<file path="src/design/assert_macros.svh">
// Assertion macros shared by the decoder RTL.
// No dependencies; included by files that carry concurrent checks.
`ifndef ASSERT_MACROS_SVH
`define ASSERT_MACROS_SVH

// Check under reset: property is ignored while rstn is low.
`define ASSERT_RST(label, clk, rstn, prop) \
    label: assert property (@(posedge clk) disable iff (!(rstn)) (prop)) \
        else $error("assertion failed");

// Check that also holds during reset.
`define ASSERT_ALWAYS(label, clk, prop) \
    label: assert property (@(posedge clk) (prop)) \
        else $error("assertion failed");

`endif

</file>
<file path="src/design/u8dec_pkg.sv">
// Types and constants for the UTF-8 to UCS-2 stream decoder.
// No dependencies; used by utf8_to_ucs2_stream_decoder.
`timescale 1ns / 1ps
`default_nettype none

package u8dec_pkg;

    // Result kinds
    typedef enum logic [1:0] {
        KIND_CHAR = 2'd0,
        KIND_END  = 2'd1,
        KIND_BAD  = 2'd2
    } u8dec_kind_t;

    // Byte tags
    localparam logic [1:0] CONT_TAG  = 2'b10;   // 10xxxxxx
    localparam logic [2:0] LEAD2_TAG = 3'b110;  // 110xxxxx
    localparam logic [3:0] LEAD3_TAG = 4'b1110; // 1110xxxx

    typedef struct packed {
        logic [7:0] data_byte;
        logic       string_start;
    } u8dec_in_t;

    typedef struct packed {
        logic [15:0] code_unit;
        logic [1:0]  result_kind;
    } u8dec_out_t;

endpackage

`default_nettype wire

</file>
<file path="src/design/utf8_to_ucs2_stream_decoder.sv">
// UTF-8 to UCS-2 stream decoder, top level; uses u8dec_pkg and assert_macros.svh.
// Each accepted byte is held in the input register, then decoded into the result
// register, from which any result is presented on m_*. Throughput: one byte per
// cycle while s_ready is high, set by the single decode pass between the two
// registers. s_ready drops only while the result register is full and not taken.
// Reset (aresetn low, synchronous): both stages empty, decoder state cleared.
`timescale 1ns / 1ps
`default_nettype none

`include "assert_macros.svh"

module utf8_to_ucs2_stream_decoder (
    input  wire                    aclk,
    input  wire                    aresetn,
    input  wire                    s_valid,
    output logic                   s_ready,
    input  u8dec_pkg::u8dec_in_t   s_data,
    output logic                   m_valid,
    input  wire                    m_ready,
    output u8dec_pkg::u8dec_out_t  m_data
);
    import u8dec_pkg::*;

    // Input stage
    logic        in_valid_reg, in_valid_next;
    u8dec_in_t   in_data_reg;

    // Result stage
    logic        m_valid_reg, m_valid_next;
    u8dec_out_t  m_data_reg, m_data_next;

    // Decoder state
    logic [1:0]  pending_reg, pending_next;
    logic [15:0] partial_reg, partial_next;
    logic        halted_reg, halted_next;

    // Decode scratch
    logic        advance;
    logic        emit;
    logic [1:0]  pending_eff;
    logic [15:0] partial_eff;
    logic        halted_eff;
    logic [15:0] shifted;
    logic [7:0]  b;

    // The input beat moves on when the result register can take whatever it
    // produces: either it is empty or its beat is being taken this cycle.
    assign advance = in_valid_reg && (!m_valid_reg || m_ready);
    assign s_ready = !in_valid_reg || advance;
    assign m_valid = m_valid_reg;
    assign m_data  = m_data_reg;

    assign b = in_data_reg.data_byte;

    // A string_start beat clears the state before its byte is looked at.
    assign pending_eff = in_data_reg.string_start ? 2'd0  : pending_reg;
    assign partial_eff = in_data_reg.string_start ? 16'd0 : partial_reg;
    assign halted_eff  = in_data_reg.string_start ? 1'b0  : halted_reg;
    assign shifted     = {partial_eff[9:0], b[5:0]};

    always_comb begin
        pending_next          = pending_reg;
        partial_next          = partial_reg;
        halted_next           = halted_reg;
        emit                  = 1'b0;
        m_data_next.code_unit   = 16'd0;
        m_data_next.result_kind = KIND_CHAR;
        if (advance) begin
            pending_next = pending_eff;
            partial_next = partial_eff;
            halted_next  = halted_eff;
            if (!halted_eff) begin
                priority if (pending_eff != 2'd0) begin
                    if (b[7:6] != CONT_TAG) begin
                        // missing continuation (NUL included)
                        emit         = 1'b1;
                        m_data_next.result_kind = KIND_BAD;
                        halted_next  = 1'b1;
                        pending_next = 2'd0;
                        partial_next = 16'd0;
                    end else if (pending_eff == 2'd1) begin
                        emit         = 1'b1;
                        m_data_next.code_unit = shifted;
                        pending_next = 2'd0;
                        partial_next = 16'd0;
                    end else begin
                        pending_next = 2'(pending_eff - 2'd1);
                        partial_next = shifted;
                    end
                end else if (b == 8'd0) begin
                    // end of string
                    emit        = 1'b1;
                    m_data_next.result_kind = KIND_END;
                    halted_next = 1'b1;
                end else if (!b[7]) begin
                    emit = 1'b1;
                    m_data_next.code_unit = {9'd0, b[6:0]};
                end else if (b[7:5] == LEAD2_TAG) begin
                    pending_next = 2'd1;
                    partial_next = {11'd0, b[4:0]};
                end else if (b[7:4] == LEAD3_TAG) begin
                    pending_next = 2'd2;
                    partial_next = {12'd0, b[3:0]};
                end else begin
                    // stray continuation or four-byte-and-up lead
                    emit        = 1'b1;
                    m_data_next.result_kind = KIND_BAD;
                    halted_next = 1'b1;
                end
            end
        end
    end

    always_comb begin
        if (s_valid && s_ready) begin
            in_valid_next = 1'b1;
        end else if (advance) begin
            in_valid_next = 1'b0;
        end else begin
            in_valid_next = in_valid_reg;
        end
        if (advance) begin
            m_valid_next = emit;
        end else begin
            m_valid_next = m_valid_reg && !m_ready;
        end
    end

    // Control
    always_ff @(posedge aclk) begin
        if (!aresetn) begin
            in_valid_reg <= 1'b0;
            m_valid_reg  <= 1'b0;
            pending_reg  <= 2'd0;
            partial_reg  <= 16'd0;
            halted_reg   <= 1'b0;
        end else begin
            in_valid_reg <= in_valid_next;
            m_valid_reg  <= m_valid_next;
            pending_reg  <= pending_next;
            partial_reg  <= partial_next;
            halted_reg   <= halted_next;
        end
    end

    // Payload
    always_ff @(posedge aclk) begin
        if (s_valid && s_ready) begin
            in_data_reg <= s_data;
        end
        if (advance && emit) begin
            m_data_reg <= m_data_next;
        end
    end

    // Checks
    `ASSERT_RST(a_code_zero_unless_char, aclk, aresetn,
        (m_valid && m_data.result_kind != KIND_CHAR) |-> (m_data.code_unit == 16'd0))
    `ASSERT_RST(a_pending_range, aclk, aresetn, pending_reg != 2'd3)
    `ASSERT_RST(a_idle_partial_clear, aclk, aresetn,
        (pending_reg == 2'd0) |-> (partial_reg == 16'd0))
    `ASSERT_RST(a_halted_clear, aclk, aresetn, halted_reg |-> (pending_reg == 2'd0))
    `ASSERT_RST(a_ready_when_out_empty, aclk, aresetn, !m_valid_reg |-> s_ready)

endmodule

`default_nettype wire

</file>
<file path="config.mk">
export PLATFORM = sky130hd
export DESIGN_NAME = utf8_to_ucs2_stream_decoder
export DESIGN_NICKNAME = d
export VERILOG_FILES = /design/src/design/u8dec_pkg.sv /design/src/design/utf8_to_ucs2_stream_decoder.sv
export VERILOG_INCLUDE_DIRS = /design/src /design/src/design
export SDC_FILE = /design/constraint.sdc
export NUM_CORES = 1
export LEC_CHECK = 0
export BUFFER_PORTS_ARGS = -buffer_cell sky130_fd_sc_hd__buf_2
export CAP_MARGIN = 20
export CORE_MARGIN = 3
export CORE_UTILIZATION = 35
export DETAILED_ROUTE_END_ITERATION = 12
export GPL_TIMING_DRIVEN = 0
export SLEW_MARGIN = 20
export SYNTH_ARGS = -nofsm -noshare
export SYNTH_HDL_FRONTEND = slang
export SYNTH_SLANG_ARGS = --single-unit
</file>
<file path="constraint.sdc">
create_clock -name aclk -period 4.35 [get_ports aclk]
set_clock_uncertainty 0.15 [all_clocks]
set_input_delay 0.435 -clock aclk [delete_from_list [all_inputs] [get_ports aclk]]
set_output_delay 0.435 -clock aclk [all_outputs]
set_load 0.02 [all_outputs]
</file>
== After elaboration in Yosys (flattened, before gate mapping) ==
Cells that the tools add are included.
W data, S select, Z words.

* Input bits: 13
* Word-level logic and storage cells: 74
* Register bits: 48
* Output and inout port bits: 20

* Reductions and logical operators: 13
* Eq/ne operators: 4
* Add/sub/neg operators: 1
* Muxes and demuxes: 46
* Bitwise gates (word level): 1

{| class="wikitable"
|+ Operators with widths
! operator !! count
|-
| $mux W16 || 12
|-
| $mux W2 || 14
|-
| $mux W1 || 18
|-
| $mux W18 || 1
|-
| $logic_not A8 Y1 || 1
|-
| $mux W7 || 1
|-
| $eq A4 B4 Y1 const B || 1
|-
| $logic_and A1 B1 Y1 || 4
|-
| $reduce_bool A2 Y1 || 2
|-
| $eq A3 B3 Y1 const B || 1
|-
| $logic_not A1 Y1 || 3
|-
| $eq A2 B1 Y1 const B || 1
|-
| $logic_or A1 B1 Y1 || 2
|-
| $ne A2 B2 Y1 const B || 1
|-
| $reduce_or A2 Y1 || 1
|-
| $sub A2 B1 Y2 const B || 1
|-
| $not A1 Y1 || 1
|}

== Longest topological paths before layout ==
Gate-level depths: netlist of run 1.

* Word-level depth: 9
* Gate-level depth with buffers: 8
* Gate-level depth less buffers: 7

== Least setup slack after synthesis of run 1 ==
OpenSTA, ideal clock, no wires.

* Path kind: register to register
* From: reg in_data_reg[0] (netlist name)
* To: reg m_data_reg (netlist bit m_data[0]), enable pin
* Library setup time: 401 ps
* Data required time: 3,799 ps
* Path buffers: 1
* Stages on the path, launching flop included: 7
* Arrival time: 2,239 ps
* Setup slack: 1,560 ps
* Period minus slack after synthesis: 2,790 ps
* Cells stage by stage: edfxtp_1 > nor2b_1 > inv_1 > ha_1 > buf_6 > a31o_2 > a21oi_1

* Cells in the longest elaborated chain, start to end: 8
* Elaborated cells between the ends (all ways): 10
* Classes of those cells: 1 x eq/ne; 7 x mux; 2 x reduce/logical

{| class="wikitable"
|+ Ends and longest elaborated chain
! item !! line !! text
|-
| from (decl) || utf8_to_ucs2_stream_decoder.sv:26 || <nowiki>u8dec_in_t in_data_reg;</nowiki>
|-
| from (signal assigned) || utf8_to_ucs2_stream_decoder.sv:149 || <nowiki>in_data_reg <= s_data;</nowiki>
|-
| $mux W2 || utf8_to_ucs2_stream_decoder.sv:56 || <nowiki>assign pending_eff = in_data_reg.string_start ? 2'd0 : pending_reg;</nowiki>
|-
| $eq A2 B1 Y1 || utf8_to_ucs2_stream_decoder.sv:81 || <nowiki>end else if (pending_eff == 2'd1) begin</nowiki>
|-
| $mux W1 || utf8_to_ucs2_stream_decoder.sv:81 ||
|-
| $mux W1 || utf8_to_ucs2_stream_decoder.sv:74 || <nowiki>if (b[7:6] != CONT_TAG) begin</nowiki>
|-
| $mux W1 || utf8_to_ucs2_stream_decoder.sv:73 || <nowiki>priority if (pending_eff != 2'd0) begin</nowiki>
|-
| $mux W1 (*) || utf8_to_ucs2_stream_decoder.sv:72 || <nowiki>if (!halted_eff) begin</nowiki>
|-
| $mux W1 (*) || utf8_to_ucs2_stream_decoder.sv:68 || <nowiki>if (advance) begin</nowiki>
|-
| $logic_and A1 B1 Y1 (*) || utf8_to_ucs2_stream_decoder.sv:151 || <nowiki>if (advance && emit) begin</nowiki>
|-
| to (signal assigned) || utf8_to_ucs2_stream_decoder.sv:152 || <nowiki>m_data_reg <= m_data_next;</nowiki>
|-
| to (decl) || utf8_to_ucs2_stream_decoder.sv:30 || <nowiki>u8dec_out_t m_data_reg, m_data_next;</nowiki>
|}

Mark *: on every way between the ends. The rest lies on a longest branch, timed or not.
A chain may end at the register's enable or synchronous reset.

== Worst setup path in the final report of run 1 ==
* From: reg in_data_reg[0] (netlist name)
* To: reg partial_reg[7]

* Cells in the longest elaborated chain, start to end: 7
* Elaborated cells between the ends (all ways): 13
* Classes of those cells: 1 x eq/ne; 11 x mux; 1 x reduce/logical

{| class="wikitable"
|+ Ends and longest elaborated chain
! item !! line !! text
|-
| $mux W16 || utf8_to_ucs2_stream_decoder.sv:57 || <nowiki>assign partial_eff = in_data_reg.string_start ? 16'd0 : partial_reg;</nowiki>
|-
| $mux W16 || utf8_to_ucs2_stream_decoder.sv:101 || <nowiki>end else if (b[7:4] == LEAD3_TAG) begin</nowiki>
|-
| $mux W16 || utf8_to_ucs2_stream_decoder.sv:98 || <nowiki>end else if (b[7:5] == LEAD2_TAG) begin</nowiki>
|-
| $mux W16 || utf8_to_ucs2_stream_decoder.sv:95 || <nowiki>end else if (!b[7]) begin</nowiki>
|-
| $mux W16 || utf8_to_ucs2_stream_decoder.sv:90 || <nowiki>end else if (b == 8'd0) begin</nowiki>
|-
| $mux W16 || utf8_to_ucs2_stream_decoder.sv:73 ||
|-
| $mux W16 (*) || utf8_to_ucs2_stream_decoder.sv:72 ||
|-
| to (signal assigned) || utf8_to_ucs2_stream_decoder.sv:141 || <nowiki>partial_reg <= partial_next;</nowiki>
|-
| to (decl) || utf8_to_ucs2_stream_decoder.sv:34 || <nowiki>logic [15:0] partial_reg, partial_next;</nowiki>
|}

Marked as above.

==> metrics.csv, run 1 <==
metric;value;unit
worst endpoint data arrival time;2.56;ns
Worst-path clk slew;0.08;ns
Main synth FF type;edfxtp_1;
Final Non-Filler Cells;255;
Final nets;203;
Chip Width;77.6;um
# setup viols final;0;
largest net degree at the start of global routing;16;
row cnt;25;
relative slew slack;70.8;%
ys async rst share;0;%
post_cts resized;0;
DRT iter0 DRCs;100;
Max IR drop VDD;174;uV
Startpoint Class;flip-flop;
gpl congestion;0.995;
worst-skew pair later-pin latency;0.30;ns
gr busiest metal;met2;
Syn Nets;163;
HP Class;in2reg;
Vias;1284;
post-CTS setup buffer count;0;
Syn Area/Cell;12.2;um^2
area of the mapped netlist;0.00179;mm^2
critical path endpoint category;flip-flop;
antenna diode count;0;
crit path time final;2.47;ns
grt ovf;0;
DR DRC count;0;
final core occ;44.7;%
Critical R2R Capture;partial_reg[7]$_SDFFE_PN0P_;
Yosys top cell area share;45.2;%
Leakage;0.820;nW
Setup WS post-layout;1.88;ns
Ports;33;
Starting Density;37.0;%
Detailed Place HPWL;2710;um
Power Dens Cells;384;mW/mm^2
root cell of the clock tree;clkbuf_8;
EDFF count, synth;27;
RSZ-0062 raised after global routing;false;
htree depth;2;
CTS Buf Count;5;
number of clock sinks;42;
vias in the first global route;1277;
register area share after synthesis;62.0;%
min-delay src;s_data[4];
Yosys warnings;0;
Worst Setup Path Type;reg2reg;
crit path max fanout;10;
remaining antenna violation count;0;
Area contributors post-synth;edfxtp_1 (45%), dfxtp_1 (17%), and2_1 (5.2%), a22o_1 (2.9%), o21ai_0 (2.2%);
Max-Cap Viols;0;
port bufs;32;
Seq cells post-synth;42;
Tot GR Track Use;13.0;%
Yosys cell types;37;
CTS tree;yes;
synthesis-to-layout area growth;20.9;%
Post-Syn Instances;147;
setup TNS;0;ns
largest area contributor in the netlist;edfxtp_1;
Die Area;0.00602;mm^2
global routing usage on met1;15.9;%
first-pass GRT wire length;5980;um
hold buffers post-CTS;0;
Core Footprint;0.00485;mm^2
worst hold stages;1;
vias per cell;5.04;
R2R depth;8;
# fillers;456;
worst-margin pin slew;0.436;ns
RR Startpoint;in_data_reg[0]$_DFFE_PP_;
initial antenna violation count;0;
R2R setup slack;1.88;ns
status;completed;
share of layout cells above drive strength 1;27.7;%
FMAX;404;MHz
Place WS;1.87;ns
Routed wire per std cell;14.0;um
grt met2 use;20.2;%
met3 GRT Util;4.52;%
max-slew violation count;0;
number of flip-flops in the largest register;18;
routed wire length;3570;um
Longest Clk Path Bufs;2;
Placed Instances;247;
Worst Hold End;b[3]$_DFFE_PP_;
Hold Vio Cnt, Final;0;
Tcrit/Tclk final;56.9;%
Die H;77.6;um
Req. time, crit path;4.44;ns
DR pass1 iterations;4;
area by class of cell:
class	instances	area (um^2)	share of cell area (%)
Sequential cell	42	1110	51.2
Multi-Input combinational cell	96	639	29.5
Timing Repair Buffer	33	175	8.08
Tap cell	67	83.8	3.87
Clock buffer	5	68.8	3.17
Clock inverter	3	43.8	2.02
Buffer	6	35.0	1.62
Inverter	3	11.3	0.519
worst max path at each step:
stage	slack, ns	from	to	cells past startpoint
after floorplan	1.56	in_data_reg[0]$_DFFE_PP_	m_data[0]$_SDFFCE_PP0P_	6
after CTS	1.84	in_data_reg[0]$_DFFE_PP_	partial_reg[7]$_SDFFE_PN0P_	8
after detailed placement	1.87	in_data_reg[0]$_DFFE_PP_	partial_reg[8]$_SDFFE_PN0P_	8
final	1.88	in_data_reg[0]$_DFFE_PP_	partial_reg[7]$_SDFFE_PN0P_	8
after global routing	1.71	in_data_reg[0]$_DFFE_PP_	partial_reg[7]$_SDFFE_PN0P_	8
after global placement	1.06	in_data_reg[0]$_DFFE_PP_	m_data[16]$_SDFFCE_PP0P_	6
routing by layer:
metal  routed length (um)  share of wire (%)
met1                 1610                 45
met2                 1640                 46
met3                  238                6.7
met5                    0                  0
met4                   76                2.1
where the power goes:
| group | switching, W | total [W] | internal [W] |
|---|---|---|---|
| logic | 0.0000446 | 0.0000725 | 0.0000279 |
| clock network | 0.000136 | 0.000308 | 0.000172 |
| registers | 0.0000109 | 0.000452 | 0.000441 |
| total | 0.000192 | 0.000832 | 0.000641 |
placed cells by master, fill, tap and decap left out, types with 4 or more instances in the layout:
cell / netlist / routed
buf_2: 4 / 36
edfxtp_1: 27 / 27
and2_1: 15 / 15
dfxtp_1: 15 / 15
o21ai_0: 8 / 8
nor2b_1: 6 / 6
nand2_1: 6 / 6
a22o_1: 6 / 6
nand2b_1: 5 / 5
nand3_1: 5 / 5
a31oi_1: 5 / 5
nor2_1: 5 / 5
clkbuf_8: 0 / 5
a21oi_1: 5 / 4
kinds of logic after synthesis:
family	Yosys count	share of synthesized area (%)
compound gates	34	12.8
fa+ha+maj	3	2.09
simple gates	59	20.6
flops	42	62.0
buf+inv	9	2.58
metrics by stage:
stage / hold WS, ns / power, W / area [um^2]
after floorplan: 0.291 / 0.000505 / 1790
after global routing: 0.142 / 0.000868 / 2170
after detailed placement: 0.319 / 0.000534 / 2060
after CTS: 0.149 / 0.000843 / 2170
after global placement: 0.308 / 0.000529 / 2040
final: 0.163 / 0.000832 / 2170
worst max-delay path: stages (launching register included):
cell and delay [ns]:
edfxtp_1 0.53, nor2b_1 0.20, inv_1 0.10, ha_1 0.21, buf_6 0.14, nor4b_2 0.31
nand4b_1 0.16, nor3b_1 0.42, a22o_1 0.19
Yosys cell counts (all sizes together), types with 6 or more instances:
master  number
edfxtp      27
nor2         6
nor2b        6
dfxtp       15
o21ai        8
nand2        6
and2        15
a22o         6
(Power assumes the default switching activity.)
==> run 2, diff against run 1 <==
- ABC_AREA: default -> 1
- clock period: 4.35 -> 2 ns (I/O delays scaled with it)
==> run 2 against run 1 <==
Against the previous run: final cell count increased by 42%; non-clock buffer count increased by 16; core utilization increased by 4.1 points; combinational power increased to 3.8 times the previous value; flip-flop and latch count unchanged; worst setup slack got worse by 1.8 ns; synthesized cell count increased by 59%; clock power increased by 120%; critical path type unchanged.
==> metrics.csv, run 2 <==
metric;value;unit;change
synthesis-to-layout area growth;30.0;%;
largest area contributor in the netlist;edfxtp_1;;
Starting Density;37.5;%;+0.56 points
R2R setup slack;0.09;ns;-1.79 ns
Hold Vio Cnt, Final;0;;unchanged
Tcrit/Tclk final;95.5;%;+39 points
# setup viols final;0;;unchanged
root cell of the clock tree;clkbuf_8;;
ys async rst share;0;%;unchanged
Worst Hold End;in_valid_reg$_SDFFE_PN0P_;;
Final nets;306;;+51%
crit path max fanout;15;;+5
critical path endpoint category;flip-flop;;
CTS Buf Count;5;;unchanged
register area share after synthesis;55.8;%;-6.2 points
EDFF count, synth;27;;unchanged
RR Startpoint;in_data_reg[0]$_DFFE_PP_;;
Detailed Place HPWL;2840;um;+5.0%
worst-margin pin slew;0.429;ns;-0.00734 ns
Core Footprint;0.00530;mm^2;+9.4%
number of clock sinks;42;;unchanged
Max-Cap Viols;0;;unchanged
max-slew violation count;0;;unchanged
Seq cells post-synth;42;;unchanged
Seq. cell area;0.00111;mm^2;unchanged
most common cell in the netlist;nand2_1;;
relative slew slack;71.4;%;+0.55 points
worst hold stages;3;;+2
HP Class;in2reg;;
DRT iter0 DRCs;93;;-7.0%
share of layout cells above drive strength 1;27.5;%;-0.17 points
initial antenna violation count;0;;unchanged
Longest Clk Path Bufs;2;;unchanged
vias in the first global route;1453;;+14%
DR pass1 iterations;4;;unchanged
final core occ;48.8;%;+4.1 points
crit path time final;1.91;ns;-0.563 ns
Req. time, crit path;1.87;ns;-2.57 ns
CTS tree;yes;;
grt ovf;0;;unchanged
Chip Width;81.4;um;+5.0%
Syn Nets;249;;+53%
Leakage;1.18;nW;+43%
row cnt;26;;+4.0%
status;completed;;
Critical R2R Capture;m_data[1]$_SDFFCE_PP0P_;;
largest net degree at the start of global routing;16;;unchanged
Post-Syn Instances;233;;+59%
Vias;1639;;+28%
Tot GR Track Use;13.5;%;+0.43 points
area of the mapped netlist;0.00199;mm^2;+11%
gpl congestion;0.857;;-14%
Yosys top cell area share;40.7;%;-4.5 points
htree depth;2;;unchanged
Die H;81.4;um;+5.0%
Area contributors post-synth;edfxtp_1 (41%), dfxtp_1 (15%), nand2_1 (10%), nor2_1 (6.6%), inv_1 (5.5%);;
area of the multi-input gates;788;um^2;+23%
Ports;33;;unchanged
Main synth FF type;edfxtp_1;;
routed wire length;4170;um;+17%
DR DRC count;0;;unchanged
Place WS;-0.325;ns;-2.19 ns
Max IR drop VDD;362;uV;+110%
Die Area;0.00663;mm^2;+10%
number of flip-flops in the largest register;18;;unchanged
RSZ-0062 raised after global routing;false;;
Startpoint Class;flip-flop;;
Worst Setup Path Type;reg2reg;;
Syn Area/Cell;8.54;um^2;-30%
port bufs;32;;unchanged
Post-synth top cells;nand2_1 (53), nor2_1 (35), inv_1 (29);;
# fillers;511;;+12%
leading cell types in the layout, fill and taps excluded;nand2_1 (50), nor2_1 (35), buf_2 (33);;
FMAX;523;MHz;+29%
remaining antenna violation count;0;;unchanged
vias per cell;4.54;;-9.8%
R2R depth;9;;+1
first-pass GRT wire length;6690;um;+12%
worst endpoint data arrival time;1.78;ns;-0.78 ns
antenna diode count;0;;unchanged
Hold WS;0.00763;ns;-0.155 ns
commonest non-fill, non-tap cell in the layout;nand2_1;;
Setup WS post-layout;0.0897;ns;-1.79 ns
Power, Total;0.00195;W;+130%
Power Dens Cells;754;mW/mm^2;+97%
min-delay src;s_valid;;
worst-skew pair later-pin latency;0.30;ns;about the same
Yosys warnings;0;;unchanged
Worst-path clk slew;0.08;ns;about the same
Yosys cell types;24;;-35%
Routed wire per std cell;11.6;um;-18%
[run 2: cell types whose count changed after synthesis, moves of 3 or more]
cell      delta
nor2_1      +30
nand2_2      +4
inv_2        +4
and2_1      -15
nand2b_1     -5
and3_1       -3
nand3_1      +8
inv_1       +26
a22o_1       -6
nand2_1     +47
a31oi_1      -4
nor3_2       +3
nor2b_1      -6
a21oi_1     +16
[run 2: where the power goes]
part | internal, W | switching, W
Clock | 0.000372 | 0.000309
Sequential | 0.000972 | 0.0000268
Combinational | 0.000105 | 0.000167
[run 2: per-layer routing]
metal  global-route usage, %  share of wire, %  wire length [um]
met1                    17.1                47              1940
met2                    21.4                46              1910
met3                    3.62               5.4               227
met4                    6.08               2.2                90
met5                       0                 0                 0
[run 2: critical path, stage by stage, from the launching register on]
cell and delay (ns):
edfxtp_1 0.38, inv_2 0.07, buf_4 0.13, buf_4 0.12, nand2_2 0.08, inv_2 0.11, nor2_4 0.19, nand3_4 0.12
clkinvlp_4 0.11, buf_12 0.14
[run 2: logic make-up after synthesis]
| group | share of synthesized area [%] |
|---|---|
| flip-flops | 55.8 |
| adder cells (fa/ha/maj) | 1.89 |
| AO/OA/AOI/OAI | 8.67 |
| AND/OR/NAND/NOR | 26.1 |
| buffers and inverters | 7.48 |
[run 2: layout make-up]
type                            instances  share of cell area, %
Sequential cell                        42                   42.9
Tap cell                               70                   3.38
Clock buffer                            5                   2.66
Timing Repair Buffer                   50                   12.8
Clock inverter                          3                   1.69
Buffer                                  5                   1.21
Inverter                               33                   4.93
Multi-Input combinational cell        153                   30.4
[run 2: how the worst max path moves through the flow]
stage	start	endpoint
finish	in_data_reg[0]$_DFFE_PP_	m_data[1]$_SDFFCE_PP0P_
floorplan	in_data_reg[0]$_DFFE_PP_	m_data[0]$_SDFFCE_PP0P_
global placement	in_data_reg[0]$_DFFE_PP_	m_data[3]$_SDFFCE_PP0P_
CTS	in_data_reg[0]$_DFFE_PP_	m_data[1]$_SDFFCE_PP0P_
detailed placement	in_data_reg[0]$_DFFE_PP_	m_data[8]$_SDFFCE_PP0P_
global route	in_data_reg[0]$_DFFE_PP_	m_data[0]$_SDFFCE_PP0P_
[run 2: metrics by stage]
| step | area (um^2) | std cells | setup TNS [ns] |
|---|---|---|---|
| 6_report | 2590 | 361 | 0 |
| 4_1_cts | 2510 | 356 | 0 |
| 5_1_grt | 2590 | 361 | 0 |
| 2_1_floorplan | 2010 | 233 | 0 |
| 3_3_place_gp | 2250 | 335 | -5.80 |
| 3_5_place_dp | 2250 | 335 | -5.83 |
[run 2: timing repair]
action                     in CTS  in global routing
pin swaps                       0                  2
gates resized for setup         3                  9
setup endpoints to repair      18                 22
buffers inserted                4                  5
hold buffers                    9                  0
hold endpoints to repair        9                  0
